**src/sv/l2sq_pkg.sv**
```systemverilog
`default_nettype none

package l2sq_pkg;

  // Lane geometry of one input request.
  localparam int LANES   = 8;
  localparam int BYTE_W  = 8;
  localparam int WORD_W  = 64;
  localparam int COUNT_W = 4;

  // Stream bus widths, padded to whole bytes.
  localparam int IN_TDATA_W  = ((2 * WORD_W + COUNT_W + 7) / 8) * 8;
  localparam int SUM_W       = 31;
  localparam int FLOAT_W     = 32;
  localparam int OUT_TDATA_W = ((SUM_W + FLOAT_W + 7) / 8) * 8;

  // Arithmetic widths.
  localparam int SQ_W    = 2 * BYTE_W;
  localparam int CHUNK_W = $clog2(LANES * 255 * 255 + 1);
  localparam int POS_W   = $clog2(SUM_W);
  localparam int MANT_W  = 24;
  localparam int EXP_W   = 8;
  localparam int EXP_BIAS = 127;

  localparam logic [SUM_W-1:0] SUM_MAX = '1;

  // Depth of the queue between the front and the back.
  localparam int QUEUE_DEPTH = 4;

  // Per-request partial sum handed from the front to the back.
  typedef struct packed {
    logic [CHUNK_W-1:0] sum;
    logic               last;
  } chunk_t;

  // Finished vector total handed to the float conversion.
  typedef struct packed {
    logic [SUM_W-1:0] total;
    logic             sat;
  } total_t;

endpackage

`default_nettype wire

```
**src/sv/l2sq_front.sv**
```systemverilog
`default_nettype none

module l2sq_front (
  input  wire logic                          clk,
  input  wire logic                          rst,
  input  wire logic                          in_valid,
  output logic                               in_ready,
  input  wire logic [l2sq_pkg::WORD_W-1:0]   left_bytes,
  input  wire logic [l2sq_pkg::WORD_W-1:0]   right_bytes,
  input  wire logic [l2sq_pkg::COUNT_W-1:0]  valid_lanes,
  input  wire logic                          last_chunk,
  output logic                               out_valid,
  input  wire logic                          out_ready,
  output l2sq_pkg::chunk_t                   out_chunk
);
  import l2sq_pkg::*;

  logic [BYTE_W-1:0] lane_diff [LANES];
  logic [SQ_W-1:0]   sq_next   [LANES];
  logic [SQ_W-1:0]   sq        [LANES];
  logic              sq_valid;
  logic              sq_last;
  logic              sq_ready;
  logic [CHUNK_W-1:0] lane_total;

  // Absolute difference and square of each lane; lanes past the count read as zero.
  always_comb begin
    for (int i = 0; i < LANES; i++) begin
      if (left_bytes[i*BYTE_W +: BYTE_W] >= right_bytes[i*BYTE_W +: BYTE_W]) begin
        lane_diff[i] = left_bytes[i*BYTE_W +: BYTE_W] - right_bytes[i*BYTE_W +: BYTE_W];
      end else begin
        lane_diff[i] = right_bytes[i*BYTE_W +: BYTE_W] - left_bytes[i*BYTE_W +: BYTE_W];
      end
      if (valid_lanes > COUNT_W'(i)) begin
        sq_next[i] = {{BYTE_W{1'b0}}, lane_diff[i]} * {{BYTE_W{1'b0}}, lane_diff[i]};
      end else begin
        sq_next[i] = '0;
      end
    end
  end

  // Each stage loads when it is empty or its contents move on.
  assign sq_ready = !out_valid || out_ready;
  assign in_ready = !sq_valid || sq_ready;

  // Square stage.
  always_ff @(posedge clk) begin
    if (rst) begin
      sq_valid <= 1'b0;
    end else if (in_ready) begin
      sq_valid <= in_valid;
    end
    if (in_ready && in_valid) begin
      sq      <= sq_next;
      sq_last <= last_chunk;
    end
  end

  // Sum of the lane squares.
  always_comb begin
    lane_total = '0;
    for (int i = 0; i < LANES; i++) begin
      lane_total = lane_total + CHUNK_W'(sq[i]);
    end
  end

  // Sum stage feeding the queue.
  always_ff @(posedge clk) begin
    if (rst) begin
      out_valid <= 1'b0;
    end else if (sq_ready) begin
      out_valid <= sq_valid;
    end
    if (sq_ready && sq_valid) begin
      out_chunk.sum  <= lane_total;
      out_chunk.last <= sq_last;
    end
  end

endmodule

`default_nettype wire

```
**src/sv/l2sq_queue.sv**
```systemverilog
`default_nettype none

module l2sq_queue (
  input  wire logic            clk,
  input  wire logic            rst,
  input  wire logic            in_valid,
  output logic                 in_ready,
  input  l2sq_pkg::chunk_t     in_chunk,
  output logic                 out_valid,
  input  wire logic            out_ready,
  output l2sq_pkg::chunk_t     out_chunk
);
  import l2sq_pkg::*;

  localparam int PTR_W   = (QUEUE_DEPTH > 1) ? $clog2(QUEUE_DEPTH) : 1;
  localparam int COUNT_QW = $clog2(QUEUE_DEPTH + 1);

  chunk_t              entries [QUEUE_DEPTH];
  logic [PTR_W-1:0]    wr_ptr;
  logic [PTR_W-1:0]    rd_ptr;
  logic [COUNT_QW-1:0] fill;
  logic                push;
  logic                pop;

  assign in_ready  = (fill != COUNT_QW'(QUEUE_DEPTH));
  assign out_valid = (fill != '0);
  assign push      = in_valid && in_ready;
  assign pop       = out_valid && out_ready;
  assign out_chunk = entries[rd_ptr];

  // Entry storage.
  always_ff @(posedge clk) begin
    if (push) begin
      entries[wr_ptr] <= in_chunk;
    end
  end

  // Pointers and fill count.
  always_ff @(posedge clk) begin
    if (rst) begin
      wr_ptr <= '0;
      rd_ptr <= '0;
      fill   <= '0;
    end else begin
      if (push) begin
        wr_ptr <= (wr_ptr == PTR_W'(QUEUE_DEPTH - 1)) ? '0 : wr_ptr + 1'b1;
      end
      if (pop) begin
        rd_ptr <= (rd_ptr == PTR_W'(QUEUE_DEPTH - 1)) ? '0 : rd_ptr + 1'b1;
      end
      if (push && !pop) begin
        fill <= fill + 1'b1;
      end else if (pop && !push) begin
        fill <= fill - 1'b1;
      end
    end
  end

endmodule

`default_nettype wire

```
**src/sv/l2sq_accum.sv**
```systemverilog
`default_nettype none

module l2sq_accum (
  input  wire logic          clk,
  input  wire logic          rst,
  input  wire logic          in_valid,
  output logic               in_ready,
  input  l2sq_pkg::chunk_t   in_chunk,
  output logic               out_valid,
  input  wire logic          out_ready,
  output l2sq_pkg::total_t   out_total
);
  import l2sq_pkg::*;

  logic [SUM_W-1:0] running_sum;
  logic             overflow_seen;
  logic [SUM_W:0]   wide_sum;
  logic             clamp;
  logic [SUM_W-1:0] running_sum_next;
  logic             overflow_seen_next;
  logic             take;

  // Add the request's partial sum and clamp at the largest 31-bit value.
  assign wide_sum           = {1'b0, running_sum} + (SUM_W + 1)'(in_chunk.sum);
  assign clamp              = wide_sum > {1'b0, SUM_MAX};
  assign running_sum_next   = clamp ? SUM_MAX : wide_sum[SUM_W-1:0];
  assign overflow_seen_next = overflow_seen || clamp;

  // A closing request waits only for room in the output register.
  assign in_ready = !in_chunk.last || !out_valid || out_ready;
  assign take     = in_valid && in_ready;

  always_ff @(posedge clk) begin
    if (rst) begin
      running_sum   <= '0;
      overflow_seen <= 1'b0;
      out_valid     <= 1'b0;
    end else begin
      if (take && in_chunk.last) begin
        out_valid <= 1'b1;
      end else if (out_valid && out_ready) begin
        out_valid <= 1'b0;
      end
      if (take) begin
        if (in_chunk.last) begin
          running_sum   <= '0;
          overflow_seen <= 1'b0;
        end else begin
          running_sum   <= running_sum_next;
          overflow_seen <= overflow_seen_next;
        end
      end
    end
  end

  // Finished total of the vector pair.
  always_ff @(posedge clk) begin
    if (take && in_chunk.last) begin
      out_total.total <= running_sum_next;
      out_total.sat   <= overflow_seen_next;
    end
  end

endmodule

`default_nettype wire

```
**src/sv/l2sq_fconv.sv**
```systemverilog
`default_nettype none

module l2sq_fconv (
  input  wire logic                                clk,
  input  wire logic                                rst,
  input  wire logic                                in_valid,
  output logic                                     in_ready,
  input  l2sq_pkg::total_t                         in_total,
  output logic                                     out_valid,
  input  wire logic                                out_ready,
  output logic [l2sq_pkg::OUT_TDATA_W-1:0]         out_data,
  output logic                                     out_sat
);
  import l2sq_pkg::*;

  // Position of the highest set bit; zero input gives zero.
  function automatic logic [POS_W-1:0] lead_one(input logic [SUM_W-1:0] v);
    logic [POS_W-1:0] pos;
    pos = '0;
    for (int i = 0; i < SUM_W; i++) begin
      if (v[i]) begin
        pos = POS_W'(i);
      end
    end
    return pos;
  endfunction

  logic             scan_valid;
  logic [SUM_W-1:0] scan_value;
  logic [POS_W-1:0] scan_pos;
  logic             scan_sat;
  logic             out_free;

  logic [SUM_W-1:0]   norm;
  logic [MANT_W-1:0]  mant;
  logic               guard;
  logic               sticky;
  logic               round_up;
  logic [MANT_W:0]    mant_rnd;
  logic               carry;
  logic [EXP_W-1:0]   exponent;
  logic [FLOAT_W-1:0] float_bits;

  assign out_free = !out_valid || out_ready;
  assign in_ready = !scan_valid || out_free;

  // Leading-one search stage.
  always_ff @(posedge clk) begin
    if (rst) begin
      scan_valid <= 1'b0;
    end else if (in_ready) begin
      scan_valid <= in_valid;
    end
    if (in_ready && in_valid) begin
      scan_value <= in_total.total;
      scan_pos   <= lead_one(in_total.total);
      scan_sat   <= in_total.sat;
    end
  end

  // Normalize, then round to nearest even on the bits below the mantissa.
  always_comb begin
    norm     = scan_value << (POS_W'(SUM_W - 1) - scan_pos);
    mant     = norm[SUM_W-1 -: MANT_W];
    guard    = norm[SUM_W-MANT_W-1];
    sticky   = |norm[SUM_W-MANT_W-2:0];
    round_up = guard && (sticky || mant[0]);
    mant_rnd = {1'b0, mant} + (MANT_W + 1)'(round_up);
    carry    = mant_rnd[MANT_W];
    exponent = EXP_W'(scan_pos) + EXP_W'(EXP_BIAS) + EXP_W'(carry);
    if (scan_value == '0) begin
      float_bits = '0;
    end else if (carry) begin
      float_bits = {1'b0, exponent, {(MANT_W-1){1'b0}}};
    end else begin
      float_bits = {1'b0, exponent, mant_rnd[MANT_W-2:0]};
    end
  end

  // Output register.
  always_ff @(posedge clk) begin
    if (rst) begin
      out_valid <= 1'b0;
    end else if (out_free) begin
      out_valid <= scan_valid;
    end
    if (out_free && scan_valid) begin
      out_data <= OUT_TDATA_W'({float_bits, scan_value});
      out_sat  <= scan_sat;
    end
  end

endmodule

`default_nettype wire

```
**src/sv/byte_vector_l2_squared_distance.sv**
```systemverilog
`default_nettype none
// Squared Euclidean distance of two byte vectors, eight byte pairs per request.
// Throughput: one input request per cycle unless stalled, set by the eight-lane front end.
// Path to m_axis_tvalid: square, sum, queue, accumulator, leading-one and output registers.
// A four-entry queue between front and accumulator absorbs output stalls.
// Reset (rst, synchronous) clears the running sum, the saturation flag and all valid bits.
// No clearing pass follows reset; the block takes requests in the next cycle.

module byte_vector_l2_squared_distance (
  input  wire logic                                 clk,
  input  wire logic                                 rst,
  input  wire logic                                 s_axis_tvalid,
  output logic                                      s_axis_tready,
  // left_bytes [63:0], right_bytes [127:64], valid_lanes [131:128], zero pad [135:132]
  input  wire logic [l2sq_pkg::IN_TDATA_W-1:0]      s_axis_tdata,
  // last_chunk
  input  wire logic                                 s_axis_tlast,
  output logic                                      m_axis_tvalid,
  input  wire logic                                 m_axis_tready,
  // distance_int [30:0], distance_float_bits [62:31], zero pad [63]
  output logic [l2sq_pkg::OUT_TDATA_W-1:0]          m_axis_tdata,
  // saturated
  output logic                                      m_axis_tuser
);
  import l2sq_pkg::*;

  logic   front_valid;
  logic   front_ready;
  chunk_t front_chunk;
  logic   queue_valid;
  logic   queue_ready;
  chunk_t queue_chunk;
  logic   total_valid;
  logic   total_ready;
  total_t total;

  // Front: per-lane squares and their sum.
  l2sq_front u_front (
    .clk         (clk),
    .rst         (rst),
    .in_valid    (s_axis_tvalid),
    .in_ready    (s_axis_tready),
    .left_bytes  (s_axis_tdata[WORD_W-1:0]),
    .right_bytes (s_axis_tdata[2*WORD_W-1:WORD_W]),
    .valid_lanes (s_axis_tdata[2*WORD_W+COUNT_W-1:2*WORD_W]),
    .last_chunk  (s_axis_tlast),
    .out_valid   (front_valid),
    .out_ready   (front_ready),
    .out_chunk   (front_chunk)
  );

  // Queue between the front and the back.
  l2sq_queue u_queue (
    .clk       (clk),
    .rst       (rst),
    .in_valid  (front_valid),
    .in_ready  (front_ready),
    .in_chunk  (front_chunk),
    .out_valid (queue_valid),
    .out_ready (queue_ready),
    .out_chunk (queue_chunk)
  );

  // Back: saturating accumulation per vector pair.
  l2sq_accum u_accum (
    .clk       (clk),
    .rst       (rst),
    .in_valid  (queue_valid),
    .in_ready  (queue_ready),
    .in_chunk  (queue_chunk),
    .out_valid (total_valid),
    .out_ready (total_ready),
    .out_total (total)
  );

  // Back: single-precision conversion and output register.
  l2sq_fconv u_fconv (
    .clk       (clk),
    .rst       (rst),
    .in_valid  (total_valid),
    .in_ready  (total_ready),
    .in_total  (total),
    .out_valid (m_axis_tvalid),
    .out_ready (m_axis_tready),
    .out_data  (m_axis_tdata),
    .out_sat   (m_axis_tuser)
  );

`ifndef SYNTHESIS
  // A zero integer result and a zero float result always come together.
  a_zero_match: assert property (@(posedge clk) disable iff (rst)
    m_axis_tvalid |->
      ((m_axis_tdata[SUM_W-1:0] == '0) == (m_axis_tdata[SUM_W+FLOAT_W-1:SUM_W] == '0)))
    else $error("integer and float results disagree on zero");

  // A saturated result carries the clamped maximum.
  a_sat_max: assert property (@(posedge clk) disable iff (rst)
    m_axis_tvalid && m_axis_tuser |-> (m_axis_tdata[SUM_W-1:0] == SUM_MAX))
    else $error("saturation flag without a clamped sum");

  // A closing request taken by the accumulator yields a total in the next cycle.
  a_total_follows: assert property (@(posedge clk) disable iff (rst)
    queue_valid && queue_ready && queue_chunk.last |=> total_valid)
    else $error("closing request produced no total");

  // Nothing is offered on the output right after reset.
  a_reset_idle: assert property (@(posedge clk)
    rst |=> !m_axis_tvalid)
    else $error("output valid right after reset");
`endif

endmodule

`default_nettype wire

```
**config.mk**
```make
export PLATFORM = sky130hd
export DESIGN_NAME = byte_vector_l2_squared_distance
export DESIGN_NICKNAME = d
export VERILOG_FILES = /design/src/sv/l2sq_pkg.sv /design/src/sv/l2sq_front.sv /design/src/sv/l2sq_queue.sv /design/src/sv/l2sq_accum.sv /design/src/sv/l2sq_fconv.sv /design/src/sv/byte_vector_l2_squared_distance.sv
export SDC_FILE = /design/constraint.sdc
export NUM_CORES = 2
export LEC_CHECK = 0
export ABC_AREA = 1
export BUFFER_PORTS_ARGS = -buffer_cell sky130_fd_sc_hd__clkbuf_2
export CAP_MARGIN = 0
export CORE_ASPECT_RATIO = 1.25
export CORE_MARGIN = 2
export CORE_UTILIZATION = 64
export CTS_CLUSTER_SIZE = 20
export DETAILED_ROUTE_END_ITERATION = 12
export GPL_ROUTABILITY_DRIVEN = 0
export HOLD_SLACK_MARGIN = 0.02
export PLACE_DENSITY_LB_ADDON = 0.1
export SYNTH_ARGS = -nofsm -noshare
export SYNTH_HDL_FRONTEND = slang
export SYNTH_SLANG_ARGS = --single-unit
export TNS_END_PERCENT = 100
```
**constraint.sdc**
```tcl
create_clock -name clk -period 8.3 [get_ports clk]
set_input_delay 0.83 -clock clk [delete_from_list [all_inputs] [get_ports clk]]
set_output_delay 0.83 -clock clk [all_outputs]
set_load 0.03 [all_outputs]
```
==> impl_results.md <==
- Clock slew at reported path FFs: 0.06 ns
- Area Growth Syn to Fin: 8.42%
- Placed cell areas: 39500 um2
- Period minus WS final: 7.10 ns
- Post-CTS Resized: 0
- Library cells used by synthesis: 61
- Headroom to the max-slew limit: 25.4%
- Crit end category: flop
- Primary FF master, synth: edfxtp_1
- Status: finished, final reports clean
- Final setup violation count: 0
- Setup_tns: 0 ns
- Initial antenna violation count: 0
- Vias in the first global route: 28300
- CP max stage delay: 0.55 ns
- Slew @ Worst Pin: 1.12 ns
- Achievable frequency: 0.141 GHz
- CTS max path bufs: 3
- Antenna viol nets, final: 0
- Core Footprint: 58300 um2
- Share of layout cells above drive strength 1: 7.74%
- Final worst setup slack: 1.20 ns
- Worst Skew: 0.0462 ns
- CTS tree: yes
- Reg2reg path depth: 33
- Max-slew violations: 0
- Syn Area/Cell: 8.71 um2
- Total CTS buffers: 40
- DRC: 0
- WL final: 79.5 mm
- Worst R2R Start: u_front.sq[98]
- Clk Latency, worst-skew pair: 0.58 ns
- Seq/Total Area, Yosys: 30.5%
- Routed via count: 28500
- YS warnings: 0
- Post-synthesis register bit count: 399
- Hold-fix buffers, CTS: 0
- Nets: 5392
- Asr flop ratio synth: 0%
- Clk sinks: 399
- Multi-input gate area: 22300 um2
- Crit path kind: input pin to flop
- Critical path endpoint: u_front.sq[31]
- First-pass GRT wire length: 132 mm
- Port bufs: 201
- Synthesized area: 37700 um2
- DRT iter0 DRCs: 1460
- Max cap viols: 0
- Final Hold Fails: 0
- Synth Instances: 4330
- Fillers: 4717
- Die Height: 275 um
- Worst slack, placed: 0.692 ns
- R2r setup slk: 1.82 ns
- Chip width: 221 um
- Minimum hold slack: 0.418 ns
- EDFF count, synth: 353
- Tcrit/Tclk final: 85.6%
- Critical Path RT: 8.60 ns
- Initial core utilization: 64.6%
- Worst EP arrival: 7.40 ns
- Avg WL per Cell: 15.0 um
- Largest fanout on the critical path: 10
- Crit start category: input pin
- H-tree lvl count: 2
- Most frequent CP cell: inv_1
- Flip-flop and latch area: 11500 um2
- Boundary Pins: 208
- Die ar.: 60900 um2
- Pin count of the biggest net entering global routing: 67
- Worst reg2reg endpoint: u_front.out_chunk[19]
- Router iterations before antenna repair: 7
- Critical path origin: s_axis_tdata[48]
- Cell area after layout: 40900 um2
- Crit-path slowest cell: fa_1
- Vias per cell: 5.36
- Total track usage: 26.4%
- Root Driver: clkbuf_16
- Diodes inserted: 0
- Total global routing overflow: 0
- RSZ-0062 raised after global routing: no
- Final HPWL from detailed placement: 64.0 mm
- Cell Rows: 99
- Post-CTS setup buffers: 0
- Hold Path Class: flop to flop
sequential cells by signal (all words and copies together) (netlist names), 2 cells and up, named ones only:
signal and cells:
u_queue.wr_ptr 2, u_queue.rd_ptr 2, u_accum.running_sum 31, u_fconv.scan_pos 5
u_queue.entries 80, u_queue.fill 3, u_fconv.scan_value 31, u_accum.out_total 32
u_fconv.out_data 62, u_front.out_chunk 20, u_front.sq 120
critical path: cells and delay by family:
family	cells	cell delay (ns)
and+or+nand+nor	8	0.86
buffers and inverters	7	0.57
adders and majority gates	7	3.02
AOI/OAI and AO/OA	8	1.39
xor gates and xnor gates	2	0.71
worst min path at each step:
stage	cells past startpoint	start	to	slack, ns
final	0	u_accum.out_total[2]	u_fconv.scan_value[1]	0.42
after global routing	0	u_accum.out_total[2]	u_fconv.scan_value[1]	0.42
after CTS	0	u_accum.out_total[2]	u_fconv.scan_value[1]	0.41
after detailed placement	0	u_front.sq_last	u_front.out_chunk[0]	0.41
after global placement	0	u_accum.out_total[1]	u_fconv.scan_value[0]	0.41
after floorplan	0	u_fconv.scan_sat	u_fconv.out_sat	0.40
per-layer routing:
metal	global-route usage [%]	wire length [um]	up-vias
met5	0	0	-
met4	12.4	3960	0
met3	2.31	2360	181
met2	51.6	43100	604
met1	28.9	30100	13500
li1	-	-	14300
cell usage after synthesis, types with 3 or more instances:
cell type / count / area, um2
a221oi_1: 11 / 96.3
dfxtp_1: 46 / 921
o211ai_1: 14 / 105
nor3_1: 48 / 240
o21ai_2: 3 / 26.3
nand2_1: 586 / 2200
buf_4: 5 / 37.5
nand3_1: 81 / 405
clkbuf_1: 48 / 180
edfxtp_1: 353 / 10600
clkinv_1: 9 / 33.8
a21oi_1: 292 / 1460
fa_1: 293 / 5870
o21bai_1: 17 / 128
o21a_1: 26 / 195
a31oi_1: 22 / 138
nor2_1: 457 / 1720
inv_1: 933 / 3500
or2_2: 17 / 106
xor2_1: 133 / 1160
nor4_1: 11 / 68.8
o22ai_1: 22 / 138
buf_6: 10 / 113
nand4_1: 20 / 125
mux2i_1: 21 / 210
o21ai_1: 38 / 190
a21o_1: 14 / 105
nor3b_1: 3 / 22.5
o221ai_1: 8 / 70.1
buf_2: 14 / 70.1
inv_2: 8 / 30.0
nand2_2: 7 / 43.8
or2_0: 4 / 25.0
o21ai_0: 225 / 1130
xnor2_1: 44 / 385
a21oi_2: 6 / 52.6
ha_1: 429 / 5370
a211oi_1: 14 / 105
nor4_2: 3 / 37.5
nor2_2: 8 / 50.1
cell type report:
type / count / share of cell area (%)
sequential: 399 / 28.2
multi-input combinational: 2907 / 54.4
clock buffer: 52 / 2.56
clock inverter: 19 / 0.774
inverter: 951 / 8.74
timing repair buffer: 230 / 2.99
tap: 757 / 2.32
per-stage QoR:
stage	std cells	util, %
final	5315	70.1
after floorplan	4334	-
after CTS	5315	70.1
after global placement	5244	67.7
after detailed placement	5244	67.7
after global routing	5315	70.1
placed cells by master, fill, tap and decap left out, types with 21 or more instances in the layout:
cell type,count
a21oi_1,291
a31oi_1,21
buf_4,29
clkbuf_16,40
clkbuf_2,201
dfxtp_1,46
edfxtp_1,353
fa_1,293
ha_1,429
inv_1,932
mux2i_1,21
nand2_1,586
nand3_1,81
nor2_1,457
nor3_1,48
o21a_1,26
o21ai_0,225
o21ai_1,38
o22ai_1,22
xnor2_1,44
xor2_1,133
kinds of logic (layout without fill, tap and decap cells):
group,Yosys count,in the layout,share of synthesized area [%]
and+or+nand+nor,1257,1257,13.6
buffers and inverters,1028,1252,10.5
AOI/OAI and AO/OA,723,723,10.8
adders and majority gates,722,722,29.8
DFF,399,399,30.5
xor gates and xnor gates,178,178,4.15
muxes,21,21,0.557
other,2,6,0.0199
Power is not shown: default switching activity piles up to over one toggle a cycle in this logic, so the estimate is an artifact.
